### src/rud_pkg.sv
`timescale 1ns / 1ps

package rud_pkg;

   // microcode address and the places of the program
   typedef logic [1:0] uc_addr_type;

   localparam uc_addr_type UC_LOAD = 2'd0;
   localparam uc_addr_type UC_ITER = 2'd1;
   localparam uc_addr_type UC_EMIT = 2'd2;

   // datapath operation of one control word
   typedef enum logic [1:0] {
      OP_NOP,
      OP_LOAD,
      OP_ITER,
      OP_EMIT
   } uc_op_type;

   // jump condition of one control word; when false the step repeats
   typedef enum logic [1:0] {
      COND_ALWAYS,
      COND_REQ_VALID,
      COND_COUNT_LAST,
      COND_OUT_FREE
   } uc_cond_type;

   typedef struct packed {
      uc_op_type   op;
      uc_cond_type cond;
      uc_addr_type target;
   } uc_word_type;

   // status fed back to the sequencer
   typedef struct packed {
      logic req_valid;
      logic count_last;
      logic out_free;
   } rud_status_type;

   // control store
   function automatic uc_word_type uc_rom(input uc_addr_type addr);
      uc_word_type word;
      case (addr)
         UC_LOAD: word = '{op: OP_LOAD, cond: COND_REQ_VALID,  target: UC_ITER};
         UC_ITER: word = '{op: OP_ITER, cond: COND_COUNT_LAST, target: UC_EMIT};
         UC_EMIT: word = '{op: OP_EMIT, cond: COND_OUT_FREE,   target: UC_LOAD};
         default: word = '{op: OP_NOP,  cond: COND_ALWAYS,     target: UC_LOAD};
      endcase
      return word;
   endfunction

endpackage

### src/rud_seq.sv
`timescale 1ns / 1ps

module rud_seq
   import rud_pkg::*;
(
   input  logic           clock,
   input  logic           reset,
   input  rud_status_type status,
   output uc_word_type    word
);

   uc_addr_type pc_ff;
   uc_addr_type pc_in;
   logic        cond_true;

   assign word = uc_rom(pc_ff);

   always_comb begin
      case (word.cond)
         COND_ALWAYS:     cond_true = 1'b1;
         COND_REQ_VALID:  cond_true = status.req_valid;
         COND_COUNT_LAST: cond_true = status.count_last;
         COND_OUT_FREE:   cond_true = status.out_free;
         default:         cond_true = 1'b1;
      endcase
   end

   // jump on condition, otherwise repeat the step
   assign pc_in = cond_true ? word.target : pc_ff;

   always_ff @(posedge clock) begin
      if (reset) begin
         pc_ff <= UC_LOAD;
      end else begin
         pc_ff <= pc_in;
      end
   end

endmodule

### src/rud_dpath.sv
`timescale 1ns / 1ps

module rud_dpath
   import rud_pkg::*;
#(
   parameter int WIDTH = 32
)
(
   input  logic             clock,
   input  logic             reset,
   input  uc_op_type        op,
   input  logic [WIDTH-1:0] num,
   input  logic [WIDTH-1:0] den,
   output logic [WIDTH-1:0] quo,
   output logic [WIDTH-1:0] part,
   output logic             den_zero,
   output logic             count_last
);

   localparam int CNT_W = (WIDTH > 2) ? $clog2(WIDTH) : 1;

   logic [WIDTH-1:0] part_ff, part_in;
   logic [WIDTH-1:0] quo_ff, quo_in;
   logic [WIDTH-1:0] den_ff, den_in;
   logic             den_zero_ff, den_zero_in;
   logic [CNT_W-1:0] cnt_ff, cnt_in;

   logic             over;
   logic [WIDTH-1:0] shifted;
   logic [WIDTH:0]   diff;
   logic             take;

   // quo_ff holds the unused dividend bits on top, quotient bits fill from below
   assign over    = part_ff[WIDTH-1];
   assign shifted = {part_ff[WIDTH-2:0], quo_ff[WIDTH-1]};
   assign diff    = {over, shifted} - {1'b0, den_ff};
   assign take    = over | ~diff[WIDTH];

   always_comb begin
      part_in     = part_ff;
      quo_in      = quo_ff;
      den_in      = den_ff;
      den_zero_in = den_zero_ff;
      cnt_in      = cnt_ff;
      case (op)
         OP_LOAD: begin
            part_in     = '0;
            quo_in      = num;
            den_in      = den;
            den_zero_in = (den == '0);
            cnt_in      = CNT_W'(WIDTH - 1);
         end
         OP_ITER: begin
            part_in = take ? diff[WIDTH-1:0] : shifted;
            quo_in  = {quo_ff[WIDTH-2:0], take};
            cnt_in  = cnt_ff - 1'b1;
         end
         default: begin
         end
      endcase
   end

   always_ff @(posedge clock) begin
      if (reset) begin
         cnt_ff <= '0;
      end else begin
         cnt_ff <= cnt_in;
      end
   end

   always_ff @(posedge clock) begin
      part_ff     <= part_in;
      quo_ff      <= quo_in;
      den_ff      <= den_in;
      den_zero_ff <= den_zero_in;
   end

   assign quo        = quo_ff;
   assign part       = part_ff;
   assign den_zero   = den_zero_ff;
   assign count_last = (cnt_ff == '0);

endmodule

### src/restoring_unsigned_divider.sv
`timescale 1ns / 1ps

// channel | dir | handshake            | payload
// --------+-----+----------------------+------------------------------------------
// req     | in  | req_tvalid/tready    | tdata: dividend[31:0], divisor[63:32]
// rsp     | out | rsp_tvalid/tready    | tdata: quotient[31:0], remainder[63:32]
//         |     |                      | tuser: divide_by_zero
//
// one division runs one load step, WIDTH restoring steps of the shared
// subtractor and one step to hand the result to the output register
// the step count is set by the microcode loop over the single trial subtractor
// synchronous active-high reset returns the sequencer to its load step
// the output register lets the next transaction load while a result waits;
// the finish step holds only while that register is still full

module restoring_unsigned_divider
   import rud_pkg::*;
#(
   parameter int WIDTH = 32
)
(
   input  logic        clock,
   input  logic        reset,
   input  logic        req_tvalid,
   output logic        req_tready,
   input  logic [63:0] req_tdata,   // dividend [31:0], divisor [63:32]
   output logic        rsp_tvalid,
   input  logic        rsp_tready,
   output logic [63:0] rsp_tdata,   // quotient [31:0], remainder [63:32]
   output logic        rsp_tuser    // divide_by_zero [0]
);

   uc_word_type      word;
   rud_status_type   status;

   logic [WIDTH-1:0] num;
   logic [WIDTH-1:0] den;
   logic [WIDTH-1:0] quo;
   logic [WIDTH-1:0] part;
   logic             den_zero;
   logic             count_last;

   logic [63:0]      num_wide;
   logic [63:0]      den_wide;
   logic [63:0]      quo_wide;
   logic [63:0]      part_wide;

   logic             out_free;
   logic             emit_fire;

   logic             rsp_valid_ff, rsp_valid_in;
   logic [31:0]      rsp_quotient_ff;
   logic [31:0]      rsp_remainder_ff;
   logic             rsp_dbz_ff;

   // operands: only the low WIDTH bits take part
   assign num_wide = 64'(req_tdata[31:0]);
   assign den_wide = 64'(req_tdata[63:32]);
   assign num      = num_wide[WIDTH-1:0];
   assign den      = den_wide[WIDTH-1:0];

   // sequencer status
   assign out_free          = ~rsp_valid_ff | rsp_tready;
   assign status.req_valid  = req_tvalid;
   assign status.count_last = count_last;
   assign status.out_free   = out_free;

   rud_seq u_seq (
      .clock  (clock),
      .reset  (reset),
      .status (status),
      .word   (word)
   );

   rud_dpath #(
      .WIDTH (WIDTH)
   ) u_dpath (
      .clock      (clock),
      .reset      (reset),
      .op         (word.op),
      .num        (num),
      .den        (den),
      .quo        (quo),
      .part       (part),
      .den_zero   (den_zero),
      .count_last (count_last)
   );

   // input is taken only in the load step, never while in reset
   assign req_tready = (word.op == OP_LOAD) & ~reset;

   // finish step moves the result into the output register once it is free
   assign emit_fire = (word.op == OP_EMIT) & out_free;

   // results keep their low 32 bits
   assign quo_wide  = 64'(quo);
   assign part_wide = 64'(part);

   always_comb begin
      rsp_valid_in = rsp_valid_ff;
      if (emit_fire) begin
         rsp_valid_in = 1'b1;
      end else if (rsp_tready) begin
         rsp_valid_in = 1'b0;
      end
   end

   always_ff @(posedge clock) begin
      if (reset) begin
         rsp_valid_ff <= 1'b0;
      end else begin
         rsp_valid_ff <= rsp_valid_in;
      end
   end

   // zero divisor forces quotient and remainder to zero
   always_ff @(posedge clock) begin
      if (emit_fire) begin
         rsp_quotient_ff  <= den_zero ? 32'd0 : quo_wide[31:0];
         rsp_remainder_ff <= den_zero ? 32'd0 : part_wide[31:0];
         rsp_dbz_ff       <= den_zero;
      end
   end

   assign rsp_tvalid = rsp_valid_ff;
   assign rsp_tdata  = {rsp_remainder_ff, rsp_quotient_ff};
   assign rsp_tuser  = rsp_dbz_ff;

`ifndef SYNTHESIS
   // a finished division always shows up on the result channel
   assert property (@(posedge clock) disable iff (reset)
      emit_fire |=> rsp_tvalid)
      else $error("finished division not presented");

   // a divide-by-zero result carries zero quotient and remainder
   assert property (@(posedge clock) disable iff (reset)
      (rsp_tvalid && rsp_tuser) |-> (rsp_tdata == 64'd0))
      else $error("divide-by-zero result not cleared");

   // no second transaction is taken right after one is loaded
   assert property (@(posedge clock) disable iff (reset)
      (req_tvalid && req_tready) |=> !req_tready)
      else $error("input taken while division in progress");
`endif

endmodule

### config.mk
export PLATFORM = sky130hd
export DESIGN_NAME = restoring_unsigned_divider
export DESIGN_NICKNAME = d
export VERILOG_FILES = /design/src/rud_pkg.sv /design/src/rud_seq.sv /design/src/rud_dpath.sv /design/src/restoring_unsigned_divider.sv
export SDC_FILE = /design/constraint.sdc
export NUM_CORES = 1
export LEC_CHECK = 0
export BUFFER_PORTS_ARGS = -buffer_cell sky130_fd_sc_hd__buf_2
export CAP_MARGIN = 20
export CORE_MARGIN = 5
export CORE_UTILIZATION = 38
export DETAILED_ROUTE_END_ITERATION = 12
export MAX_ROUTING_LAYER = met4
export RECOVER_POWER = 50
export SYNTH_ARGS = -nofsm -noshare
export SYNTH_HDL_FRONTEND = slang
export SYNTH_SLANG_ARGS = --single-unit
### constraint.sdc
create_clock -name clock -period 13 [get_ports clock]
set_clock_uncertainty 0.05 [all_clocks]
set_input_delay 0 -clock clock [delete_from_list [all_inputs] [get_ports clock]]
set_output_delay 0 -clock clock [all_outputs]
set_load 0.01 [all_outputs]
Word level (Yosys, flattened, before mapping)
Index checks and enable logic that the tools add are counted.
{"block": "word_totals", "register_bits": 170, "latchBits": 0, "mem_bits_rw": 0, "romBits": 0, "in_bits": 68, "out_inout_bits": 67, "wordCells": 41, "n_memories": 0}
{"block": "classes", "n_addsub": 2, "n_mul": 0, "div_mod_pow": 0, "magnitude_cmp": 0, "n_eq_ne": 8, "shifts": 0, "mux": 8, "bitwise": 7, "reduce_logical": 6}
{"op": "32-bit case mux with 2 select lines", "n": 2}
{"op": "33-bit by 32-bit subtractor with 33-bit output", "n": 1}
{"op": "32-bit logical NOT", "n": 1}
{"op": "32-bit 2-to-1 mux", "n": 1}
{"op": "6-bit case mux with 3 select lines", "n": 1}
{"op": "2-bit equality test (second input constant)", "n": 5}
{"op": "5-bit case mux with 2 select lines", "n": 1}
{"op": "2-bit by 1-bit equality test with 1-bit output (second input constant)", "n": 3}
{"op": "5-bit logical NOT", "n": 1}
{"op": "5-bit by 1-bit subtractor with 5-bit output (second input constant)", "n": 1}
{"op": "2-bit logical NOT", "n": 2}
{"op": "1-bit case mux with 4 select lines", "n": 1}
{"op": "2-bit nonzero test", "n": 2}
{"op": "1-bit inverter", "n": 3}
{"op": "1-bit AND", "n": 2}
{"op": "1-bit 2-to-1 mux", "n": 2}
{"op": "1-bit OR", "n": 2}

Depth between registers and ports, before layout
Gate-level depths: netlist of run 1.
{"block": "logic_depth", "depth_word": 5, "depth_mapped": 13, "depth_no_buf": 11}

By module
Synthesis of run 1 repeated with hierarchy kept, for this count alone.
{"block": "hier_totals", "cells_unflattened": 701, "area_unflattened_um2": 8952.3}
{"mod": "rud_dpath", "n_inst": 1, "cells_each": 536, "area_each_um2": 6083.3, "seq_area_each_um2": 3012.9}
{"mod": "restoring_unsigned_divider", "n_inst": 1, "cells_each": 142, "area_each_um2": 2637.5, "seq_area_each_um2": 1971.9}
{"mod": "rud_seq", "n_inst": 1, "cells_each": 23, "area_each_um2": 231.5, "seq_area_each_um2": 40.0}

Least setup slack after synthesis of run 1
OpenSTA, ideal clock, no wires.
{"block": "synth_path", "path_type": "flip-flop to flip-flop", "from": "register u_seq.pc_ff[1]", "to": "register rsp_quotient_ff[0] (enable)", "t_arrival_ns": 3.573, "t_required_ns": 12.454, "path_slack_ns": 8.881, "path_stages_with_launch": 4, "period_less_slack_ns": 4.119, "path_cell_list": "dfxtp_1 -> clkbuf_1 -> nand2b_1 -> nor2b_1"}
{"block": "synth_via", "elab_chain_cells": 4, "word_cells_on_any_way": 6}
{"item": "start: declaration", "line": "rud_seq.sv:12", "rtl": "uc_addr_type pc_ff;"}
{"item": "start signal: assignment", "line": "rud_seq.sv:35", "rtl": "pc_ff <= pc_in;"}
{"item": "2-bit equality test, or another cell as far along", "line": "rud_pkg.sv:44", "rtl": "case (addr)"}
{"item": "6-bit case mux with 3 select lines (*)", "line": "rud_pkg.sv:44"}
{"item": "2-bit equality test (*)", "line": "restoring_unsigned_divider.sv:93", "rtl": "assign emit_fire = (word.op == OP_EMIT) & out_free;"}
{"item": "1-bit AND (*)", "line": "restoring_unsigned_divider.sv:93"}
{"item": "net emit_fire", "line": "restoring_unsigned_divider.sv:49", "rtl": "logic emit_fire;"}
{"item": "end signal: assignment", "line": "restoring_unsigned_divider.sv:119", "rtl": "rsp_quotient_ff <= den_zero ? 32'd0 : quo_wide[31:0];"}
{"item": "end: declaration", "line": "restoring_unsigned_divider.sv:52", "rtl": "logic [31:0] rsp_quotient_ff;"}
The timed path passes the listed nets; every way through them passes the cells marked *.
A chain may end at the register's enable or synchronous reset.

Final worst setup path of run 1
{"block": "layout_path", "from": "register u_dpath.quo_ff[31], in the netlist u_dpath.quo[31]", "to": "register u_dpath.part_ff[9], in the netlist u_dpath.part[9], data pin"}
{"block": "layout_via", "elab_chain_cells": 5}
{"item": "start: declaration", "line": "rud_dpath.sv:23", "rtl": "logic [WIDTH-1:0] quo_ff, quo_in;"}
{"item": "start signal: assignment", "line": "rud_dpath.sv:73", "rtl": "quo_ff <= quo_in;"}
{"item": "33-bit by 32-bit subtractor with 33-bit output (*)", "line": "rud_dpath.sv:36", "rtl": "assign diff = {over, shifted} - {1'b0, den_ff};"}
{"item": "1-bit inverter", "line": "rud_dpath.sv:37", "rtl": "assign take = over | ~diff[WIDTH];"}
{"item": "1-bit OR", "line": "rud_dpath.sv:37"}
{"item": "32-bit 2-to-1 mux (*)", "line": "rud_dpath.sv:54", "rtl": "part_in = take ? diff[WIDTH-1:0] : shifted;"}
{"item": "32-bit case mux with 2 select lines (*)", "line": "rud_dpath.sv:45", "rtl": "case (op)"}
{"item": "end signal: assignment", "line": "rud_dpath.sv:72", "rtl": "part_ff <= part_in;"}
{"item": "end: declaration", "line": "rud_dpath.sv:22", "rtl": "logic [WIDTH-1:0] part_ff, part_in;"}
Mark *: on every way between the ends. The rest lies on a longest branch, timed or not.

==> results of run 1 <==
-- critical path, stage by stage, from the launching register on --
cell and delay [ns]:
edfxtp_1 0.34, inv_1 0.06, ha_1 0.22, fa_1 0.37, nand2b_1 0.19, a21o_1 0.20, a21o_1 0.22, a2111oi_4 0.41
o31ai_2 0.13, o21a_1 0.18, buf_4 0.23, or4_1 0.55, a21oi_1 0.15
-- how the worst max path moves through the flow --
stage | from | to
after floorplan | u_seq.pc_ff[1] | rsp_quotient_ff[0]
after global placement | u_dpath.quo[31] | u_dpath.part[9]
after detailed placement | u_dpath.quo[31] | u_dpath.part[9]
after CTS | u_dpath.quo[31] | u_dpath.part[9]
after global routing | u_dpath.quo[31] | u_dpath.part[9]
final | u_dpath.quo[31] | u_dpath.part[9]
-- power breakdown --
group          internal, mW  total (mW)  switching (mW)
Clock                 0.289       0.515           0.226
Combinational        0.0782       0.182           0.104
Sequential            0.636       0.652          0.0153
Total                  1.00        1.35           0.345
-- cells by family (layout without fill, tap and decap cells) --
| family | count (synthesis) | after routing | share of synthesized area (%) |
|---|---|---|---|
| AO/OA/AOI/OAI | 150 | 150 | 11.4 |
| XOR/XNOR | 19 | 19 | 1.94 |
| adder cells (fa/ha/maj) | 35 | 35 | 5.20 |
| buffers and inverters | 79 | 282 | 3.58 |
| flip-flops | 170 | 170 | 58.7 |
| multiplexers | 5 | 5 | 0.584 |
| AND/OR/NAND/NOR | 335 | 335 | 18.6 |
-- metrics by stage --
stage	hold slack, ns	power, mW
finish	0.246	1.35
global route	0.241	1.41
detailed placement	0.144	0.832
CTS	0.228	1.36
floorplan	0.0489	0.781
global placement	0.143	0.829
-- cell type report --
cell class | instances | area (um^2)
clock buffer | 18 | 429
clock inverter | 14 | 163
fill | 2082 | 11800
inverter | 40 | 150
multi-input combinational | 544 | 3250
sequential | 170 | 5020
tap | 285 | 357
timing repair buffer | 210 | 1290
-- metal layers --
layer  share of wire, %  GRT usage [%]
met2                 45           25.4
met1                 49           21.6
met5                  0              -
met4               0.79           3.75
met3                4.7           3.07
-- sequential cells by signal (all words and copies together), names as in the netlist --
signal            cells
u_dpath.den_ff       32
u_dpath.quo          32
rsp_quotient_ff      32
rsp_tuser             1
rsp_remainder_ff     32
u_seq.pc_ff           2
u_dpath.part         32
u_dpath.cnt_ff        5
rsp_tvalid            1
u_dpath.den_zero      1
-- placed cells by master (no fill, tap or decap), types with 22 or more instances in the layout --
| cell type | n |
|---|---|
| a21oi_1 | 54 |
| nand2_1 | 161 |
| nor2_1 | 32 |
| edfxtp_1 | 162 |
| clkbuf_1 | 94 |
| buf_2 | 41 |
| a21o_1 | 22 |
| dlygate4sd3_1 | 68 |
| nor2b_1 | 67 |
| ha_1 | 34 |
| inv_1 | 39 |
-- timing repair --
item	in CTS	in global routing
endpoints found under the hold margin	73	0
hold buffers	68	0
endpoints found under the setup margin	0	0
==> metrics.md, run 1 <==
| Metric | Value |
|---|---|
| GRT Total Usage | 16.1% |
| Endpoints failing setup | 0 |
| Ys async rst share | 0% |
| Reg2Reg Setup Slack | 9.54 ns |
| Min-Delay Path Class | in -> reg |
| Max Clk Rate | 289 MHz |
| Post-synth EDFFs | 162 |
| Antenna violations before repair | 0 |
| Root Buffer | clkbuf_16 |
| Arr. time, crit path | 3.68 ns |
| Die X | 160 um |
| Pre-CTS WS | 9.56 ns |
| Pre-antenna DRT Iters | 5 |
| Fin crit share | 26.6% |
| Antenna diodes | 0 |
| Cell variety after synth | 55 |
| Worst skew pair latency | 0.43 ns |
| Synth top cells by count | edfxtp_1, nand2_1, nor2b_1 |
| Postcts setup bufs | 0 |
| Most used DFF post-synth | edfxtp_1 |
| Max Fanout on Critical Path | 29 |
| Outcome | finished with violations |
| CP required | 13.23 ns |
| CP Class | reg -> reg |
| Post-placement cell count | 1181 |
| Yosys Warn Count | 0 |
| Final net count | 1086 |
| First-pass GRT wire length | 32.5 mm |
| RSZ-0062 raised after global routing | false |
| Placed inst area | 9520 um^2 |
| Die height | 160 um |
| DR vias | 6340 |
| PortBufs | 134 |
| Cell area after layout | 10700 um^2 |
| Final setup margin | 9.54 ns |
| Critical path launch point type | register |
| Worst R2R End | u_dpath.part[9] |
| Mapped Avg Cell Area | 10.8 um^2 |
| H-tree depth | 4 |
| Area share of the largest cell type after synthesis | 56.8% |
| Clk sink count | 170 |
| GPL Wtd Cong | 0.888 |
| Congestion Overflow GR | 0 |
| Hold Path End | u_dpath.den_ff[19] |
| Clock tree buffer depth | 2 |
| I/O pins | 135 |
| Netlist Area Pre-Place | 8570 um^2 |
| Vias in the first global route | 6332 |
| Area contributors post-synth | edfxtp_1, nand2_1, nor2b_1, ha_1, a21oi_1 |
| Final Util | 47.5% |
| Slew headroom | -99.1% |
| Leakage | 4.34 nW |
| DR iter-0 viols | 470 |
| Total Wirelength | 20.0 mm |
| Layout Cells excl Fill | 1281 |
| Flop and latch count out of synthesis | 170 |
| Dpl hpwl | 13.6 mm |
| Cell taking the most area after synthesis | edfxtp_1 |
| Hold_sp | req_tdata[51] |
| Reg clk slew, reported paths | 0.07 ns |
| Max-Cap Viols | 2 |
| Final hold violation count | 0 |
| PD cells | 126 nW/um^2 |
| DRC Markers | 0 |
| Sequential fraction of the synthesis area | 58.7% |
| Post-CTS resize count | 0 |
| Overall die area | 25600 um^2 |
| Post-layout min period | 3.46 ns |
| CTS Buf Count | 17 |
| Layout cell share with drive strength beyond 1 | 9.04% |
| TritonCTS clock tree | done |
| Core area | 22400 um^2 |
| Layout overhead on the synthesized area | 24.5% |
| Slew Limit Fails | 100 |
| Setup TNS | 0 ns |
| Mapped Nets | 896 |
| Worst r2r src | u_dpath.quo[31] |
| Initial Util | 38.2% |
| Largest net degree at the start of global routing | 67 |
| Cells after Synth | 793 |
| Worst setup EP type | register |
| R2R depth | 12 |
| Detail Route Antenna Nets | 0 |
| Violated checks | max-capacitance violations, max-slew violations |
| FP Rows | 55 |
| Drt via density | 4.95 |
| Hold depth | 2 |
| Wirelength per Cell | 15.6 um |
| IR drop worst, VDD | 0.0747 mV |
| Least-Margin Pin Slew | 2.99 ns |
Power figures use the tool's default switching activity.
==> inputs of run 2 (changes only) <==
clock period = 3.5 ns   (was 13 ns; I/O delays follow)
==> metrics.md, run 2 (synthesis gave the netlist of run 1 again) <==
| Metric | Value |
|---|---|
| Max Clk Rate | 301 MHz (+4.0%) |
| Arr. time, crit path | 3.52 ns (-0.16 ns) |
| Hold depth | 2 (unchanged) |
| FP Rows | 55 (unchanged) |
| GRT Total Usage | 16.2% (+0.096 points) |
| Slew Limit Fails | 56 (-44%) |
| Dpl hpwl | 14.2 mm (+4.5%) |
| Pre-antenna DRT Iters | 5 (unchanged) |
| Slowest CP cell | a2111oi_4 |
| Worst skew pair latency | 0.42 ns (about the same) |
| Overall die area | 25600 um^2 (unchanged) |
| I/O pins | 135 (unchanged) |
| CTS Buf Count | 17 (unchanged) |
| Final Util | 48.0% (+0.50 points) |
| Final net count | 1095 (+0.83%) |
| Antenna diodes | 0 (unchanged) |
| CP required | 3.69 ns (-9.54 ns) |
| Die X | 160 um (unchanged) |
| Violated checks | max-capacitance violations, max-slew violations |
| Crit-path max cell delay | 0.42 ns (-0.13 ns) |
| CP Depth | 12 (unchanged) |
| Fin crit share | 94.9% (+68 points) |
| PortBufs | 134 (unchanged) |
| Least-Margin Pin Slew | 1.94 ns (-1.05 ns) |
| Vias in the first global route | 6314 (-0.28%) |
| Largest net degree at the start of global routing | 67 (unchanged) |
| Critical path's top delay family | compound AO/OA/AOI/OAI gates |
| DR vias | 6502 (+2.6%) |
| Max-Cap Viols | 2 (unchanged) |
| Core area | 22400 um^2 (unchanged) |
| Cell Chain, Critical Path | inv_1 > ha_1 > fa_1 > nand2b_4 > a21o_1 > a21o_4 > a2111oi_4 > o31ai_2 > o21a_2 > buf_4 > or3b_1 > a21oi_1 |
| Max Fanout on Critical Path | 5 (-83%) |
| Leakage | 4.40 nW (+1.4%) |
| Wirelength per Cell | 15.7 um (+0.45%) |
| Root Buffer | clkbuf_16 |
| Clk sink count | 170 (unchanged) |
| CP Class | reg -> reg |
| DRC Markers | 0 (unchanged) |
| Final hold violation count | 0 (unchanged) |
| Initial Util | 38.2% (unchanged) |
| Min-Delay Path Class | in -> reg |
| RSZ-0062 raised after global routing | false |
| Endpoints failing setup | 0 (unchanged) |
| Worst setup EP type | register |
| R2R depth | 12 (unchanged) |
| Antenna violations before repair | 0 (unchanged) |
| Layout overhead on the synthesized area | 25.8% |
| Post-layout min period | 3.32 ns (-0.133 ns) |
| Critical path buffer and inverter count | 2 (unchanged) |
| Setup TNS | 0 ns (unchanged) |
| First-pass GRT wire length | 32.6 mm (about the same) |
| TritonCTS clock tree | done |
| Drt via density | 5.04 (+1.8%) |
| DR iter-0 viols | 551 (+17%) |
| Detail Route Antenna Nets | 0 (unchanged) |
| Outcome | finished with violations |
| Layout cell share with drive strength beyond 1 | 9.85% (+0.81 points) |
| Die height | 160 um (unchanged) |
| Filler Cells Inserted | 2152 (+3.4%) |
| Most frequent cells in the layout | edfxtp_1, nand2_1, clkbuf_1 |
| IR drop worst, VDD | 0.308 mV (+310%) |
| PD cells | 477 nW/um^2 (+280%) |
| Slew headroom | -29.3% (+70 points) |
| Total Wirelength | 20.2 mm (+1.2%) |
| Commonest non-fill, non-tap cell in the layout | edfxtp_1 |
| Congestion Overflow GR | 0 (unchanged) |
| Clock tree buffer depth | 2 (unchanged) |
| GPL Wtd Cong | 0.902 (+1.5%) |
| Reg clk slew, reported paths | 0.07 ns (about the same) |
| H-tree depth | 4 (unchanged) |
| Critical path launch point type | register |
## run 2: changes by cell type in the layout (fill, tap and decap cells not counted), moves of 2 or more
cell / before / now
bufinv_16: 2 / 4
inv_6: 4 / 6
clkinv_4: 2 / 0
buf_4: 6 / 14
clkbuf_1: 94 / 96
## run 2: layout make-up
type / count / area [um^2] / share of cell area [%]
multi-input cells: 544 / 3260 / 30.3
repair buffers: 219 / 1350 / 12.5
well taps: 285 / 357 / 3.31
clock inverters: 14 / 204 / 1.89
clock buffers: 18 / 429 / 3.98
inverters: 40 / 150 / 1.39
flip-flops and latches: 170 / 5020 / 46.6
## run 2: worst paths after layout
| kind | startpoint | to | slack, ns |
|---|---|---|---|
| worst max register to register | u_dpath.quo[31] | u_dpath.part[15] | 0.18 |
| worst max-delay path | u_dpath.quo[31] | u_dpath.part[15] | 0.18 |
| worst min register to register | u_dpath.cnt_ff[4] | u_dpath.cnt_ff[4] | 0.46 |
| worst min-delay path | req_tdata[38] | u_dpath.den_ff[6] | 0.25 |
## run 2: metal layers
metal	up-vias	part of all wire [%]	track usage, %
met4	0	1.4	4.34
met2	184	47	26.1
met3	18	4.9	2.97
met5	-	0	-
met1	3084	47	21.1
li1	3216	-	-
## run 2: report_power, final
group | internal, mW | switching, mW | leakage (nW)
logic | 0.300 | 0.389 | 2.37
registers | 2.36 | 0.0629 | 1.73
clock network | 1.21 | 0.816 | 0.305
## run 2: stage by stage
step	area (um^2)	setup WS, ns	power (mW)	hold WS (ns)	cells
finish	10800	0.177	5.15	0.247	1290
global placement	9550	0.242	3.09	0.144	1186
CTS	10900	0.175	5.20	0.232	1286
floorplan	8570	0.553	2.90	0.0489	793
detailed placement	9550	0.185	3.10	0.144	1186
global route	10800	0.0187	5.39	0.243	1290
## run 2: timing repair
| action | in CTS | in global routing |
|---|---|---|
| resized for setup | 0 | 3 |
| endpoints found under the setup margin | 0 | 1 |
| hold endpoints to repair | 73 | 0 |
| hold buffers | 68 | 0 |
| setup buffers | 0 | 4 |
==> inputs of run 3 (changes only) <==
REMOVE_ABC_BUFFERS = 1   (was unset)
==> metrics.md, run 3 (synthesis gave the netlist of run 1 again) <==
| Metric | Value |
|---|---|
| Worst skew pair latency | 0.43 ns (about the same) |
| Switching power of the nets | 1.31 mW (+2.9%) |
| Largest net degree at the start of global routing | 67 (unchanged) |
| Congestion Overflow GR | 0 (unchanged) |
| DR vias | 6314 (-2.9%) |
| RSZ-0062 raised after global routing | false |
| Critical path launch point type | register |
| Switching share of power | 25.9% (+1.2 points) |
| Placed inst area | 9540 um^2 (-0.12%) |
| Die height | 160 um (unchanged) |
| Hold depth | 2 (unchanged) |
| Least-Margin Pin Slew | 1.78 ns (-0.163 ns) |
| FP Rows | 55 (unchanged) |
| Worst setup EP type | register |
| Vias in the first global route | 6114 (-3.2%) |
| Filler Cells Inserted | 2109 (-2.0%) |
| Hold_sp | req_tdata[60] |
| CP required | 3.73 ns (+0.04 ns) |
| DRC Markers | 0 (unchanged) |
| Pre-antenna DRT Iters | 4 (-1) |
| Met1 wire length | 9.56 mm (+0.70%) |
| Overall die area | 25600 um^2 (unchanged) |
| GRT Total Usage | 15.9% (-0.22 points) |
| Max Fanout on Critical Path | 8 (+3) |
| I/O pins | 135 (unchanged) |
| Final net count | 1090 (-0.46%) |
| Post-layout min period | 3.33 ns (+0.00556 ns) |
| PD cells | 471 nW/um^2 (-1.4%) |
| Die X | 160 um (unchanged) |
| Postcts setup bufs | 0 (unchanged) |
| Gate power share | 13.6% (+0.2 points) |
| Final Util | 47.8% (-0.27 points) |
| Antenna violations before repair | 0 (unchanged) |
| Core area | 22400 um^2 (unchanged) |
| Top Metal Used | met4 |
| Most frequent cells in the layout | edfxtp_1, nand2_1, clkbuf_1 |
| Slew Limit Fails | 34 (-39%) |
| Layout overhead on the synthesized area | 25.1% |
| Power share of the clock group | 38.4% (-1.0 points) |
| Leakage | 4.37 nW (-0.72%) |
| Reg2Reg Setup Slack | 0.17 ns (about the same) |
| CTS Buf Count | 17 (unchanged) |
| Detail Route Antenna Nets | 0 (unchanged) |
| GPL Wtd Cong | 0.912 (+1.1%) |
| PortBufs | 134 (unchanged) |
| Seq. cell area | 5020 um^2 (unchanged) |
| Dpl hpwl | 13.6 mm (-4.5%) |
| Drt via density | 4.91 (-2.5%) |
| CP Class | reg -> reg |
| First-pass GRT wire length | 31.9 mm (-1.9%) |
| Commonest non-fill, non-tap cell in the layout | edfxtp_1 |
| Slew headroom | -18.5% (+11 points) |
| Worst r2r src | u_dpath.quo[31] |
| Cell area after layout | 10700 um^2 (-0.56%) |
| Min-Delay Path Class | in -> reg |
| IR drop worst, VDD | 0.286 mV (-7.2%) |
| Wire length on met2 | 9.02 mm (-4.4%) |
| Initial Util | 38.2% (unchanged) |
| Area of the multi-input gates | 3250 um^2 (-0.35%) |
| TritonCTS clock tree | done |
| Reg power frac | 48.0% (+0.8 points) |
| Outcome | finished with violations |
| Layout cell share with drive strength beyond 1 | 9.50% (-0.35 points) |
| Total Wirelength | 19.7 mm (-2.3%) |
| Violated checks | max-capacitance violations, max-slew violations |
| Reg clk slew, reported paths | 0.07 ns (about the same) |
| Antenna diodes | 0 (unchanged) |
| Endpoints failing setup | 0 (unchanged) |
| Worst R2R End | u_dpath.part[9] |
| Arr. time, crit path | 3.56 ns (+0.04 ns) |
| Max-Cap Viols | 1 (-1) |
| Hold Path End | u_dpath.den_ff[28] |
| Wirelength per Cell | 15.4 um (-1.9%) |
| R2R depth | 11 (-1) |
| Final hold violation count | 0 (unchanged) |
| Cell Int Power | 3.74 mW (-3.5%) |
| DR iter-0 viols | 330 (-40%) |
| Clock tree buffer depth | 2 (unchanged) |
| Fin crit share | 95.1% (+0.16 points) |
| H-tree depth | 4 (unchanged) |
| Max Clk Rate | 300 MHz (-0.17%) |
| Root Buffer | clkbuf_16 |
| Met3 routed WL | 822 um (-17%) |
| Clk sink count | 170 (unchanged) |
## run 3: stage by stage
| stage | worst slack (ns) | total power, mW | TNS (ns) | std cells | hold slack, ns |
|---|---|---|---|---|---|
| final | 0.171 | 5.05 | 0 | 1285 | 0.237 |
| after global routing | 0.00573 | 5.29 | 0 | 1285 | 0.227 |
| after CTS | 0.115 | 5.10 | 0 | 1284 | 0.211 |
| after detailed placement | 0.136 | 3.09 | 0 | 1184 | 0.144 |
| after global placement | 0.213 | 3.09 | 0 | 1184 | 0.143 |
| after floorplan | -0.506 | 2.89 | -37.92 | 754 | -0.00330 |
## run 3: per-layer routing
layer | vias to the layer above | global-route usage (%)
met2 | 144 | 24.4
met5 | - | -
met3 | 24 | 2.71
li1 | 3208 | -
met1 | 2938 | 21.6
met4 | 0 | 5.36
## run 3: timing repair
item | CTS | global route
hold endpoints to repair | 73 | 0
hold buffers | 68 | 0
setup endpoints to repair | 0 | 1
gates resized for setup | 0 | 1
## run 3: worst max-delay path, cell delays in order (launching register included)
cell and delay [ns]:
edfxtp_1 0.35, inv_1 0.07, ha_1 0.22, fa_1 0.38
nand2b_1 0.19, a21o_1 0.20, a21o_1 0.22, a2111oi_4 0.41
o31ai_2 0.15, o21a_2 0.27, or4_1 0.52, a21oi_1 0.15
## run 3: worst max-delay path by stage
stage,end,slack (ns),start,cells after the start
after detailed placement,u_dpath.part[9],0.14,u_dpath.quo[31],11
final,u_dpath.part[9],0.17,u_dpath.quo[31],11
after global placement,u_dpath.part[9],0.21,u_dpath.quo[31],11
after global routing,u_dpath.part[20],0.006,u_dpath.quo[31],12
after CTS,u_dpath.part[9],0.12,u_dpath.quo[31],11
after floorplan,rsp_quotient_ff[0],-0.51,u_seq.pc_ff[1],2
## run 3: area by class of cell
type                    instances  share of cell area, %
well taps                     285                   3.33
inverters                      40                   1.40
repair buffers                214                   12.4
flip-flops and latches        170                   46.9
clock buffers                  17                   3.97
clock inverters                15                   1.68
multi-input cells             544                   30.3
## run 3: power by group through the flow
stage / Sequential, mW / Combinational [mW] / Clock [mW]
after floorplan: 2.46 / 0.432 / 0
after global placement: 2.46 / 0.624 / 0
after detailed placement: 2.46 / 0.628 / 0
after CTS: 2.42 / 0.689 / 1.99
after global routing: 2.43 / 0.772 / 2.08
final: 2.42 / 0.685 / 1.94
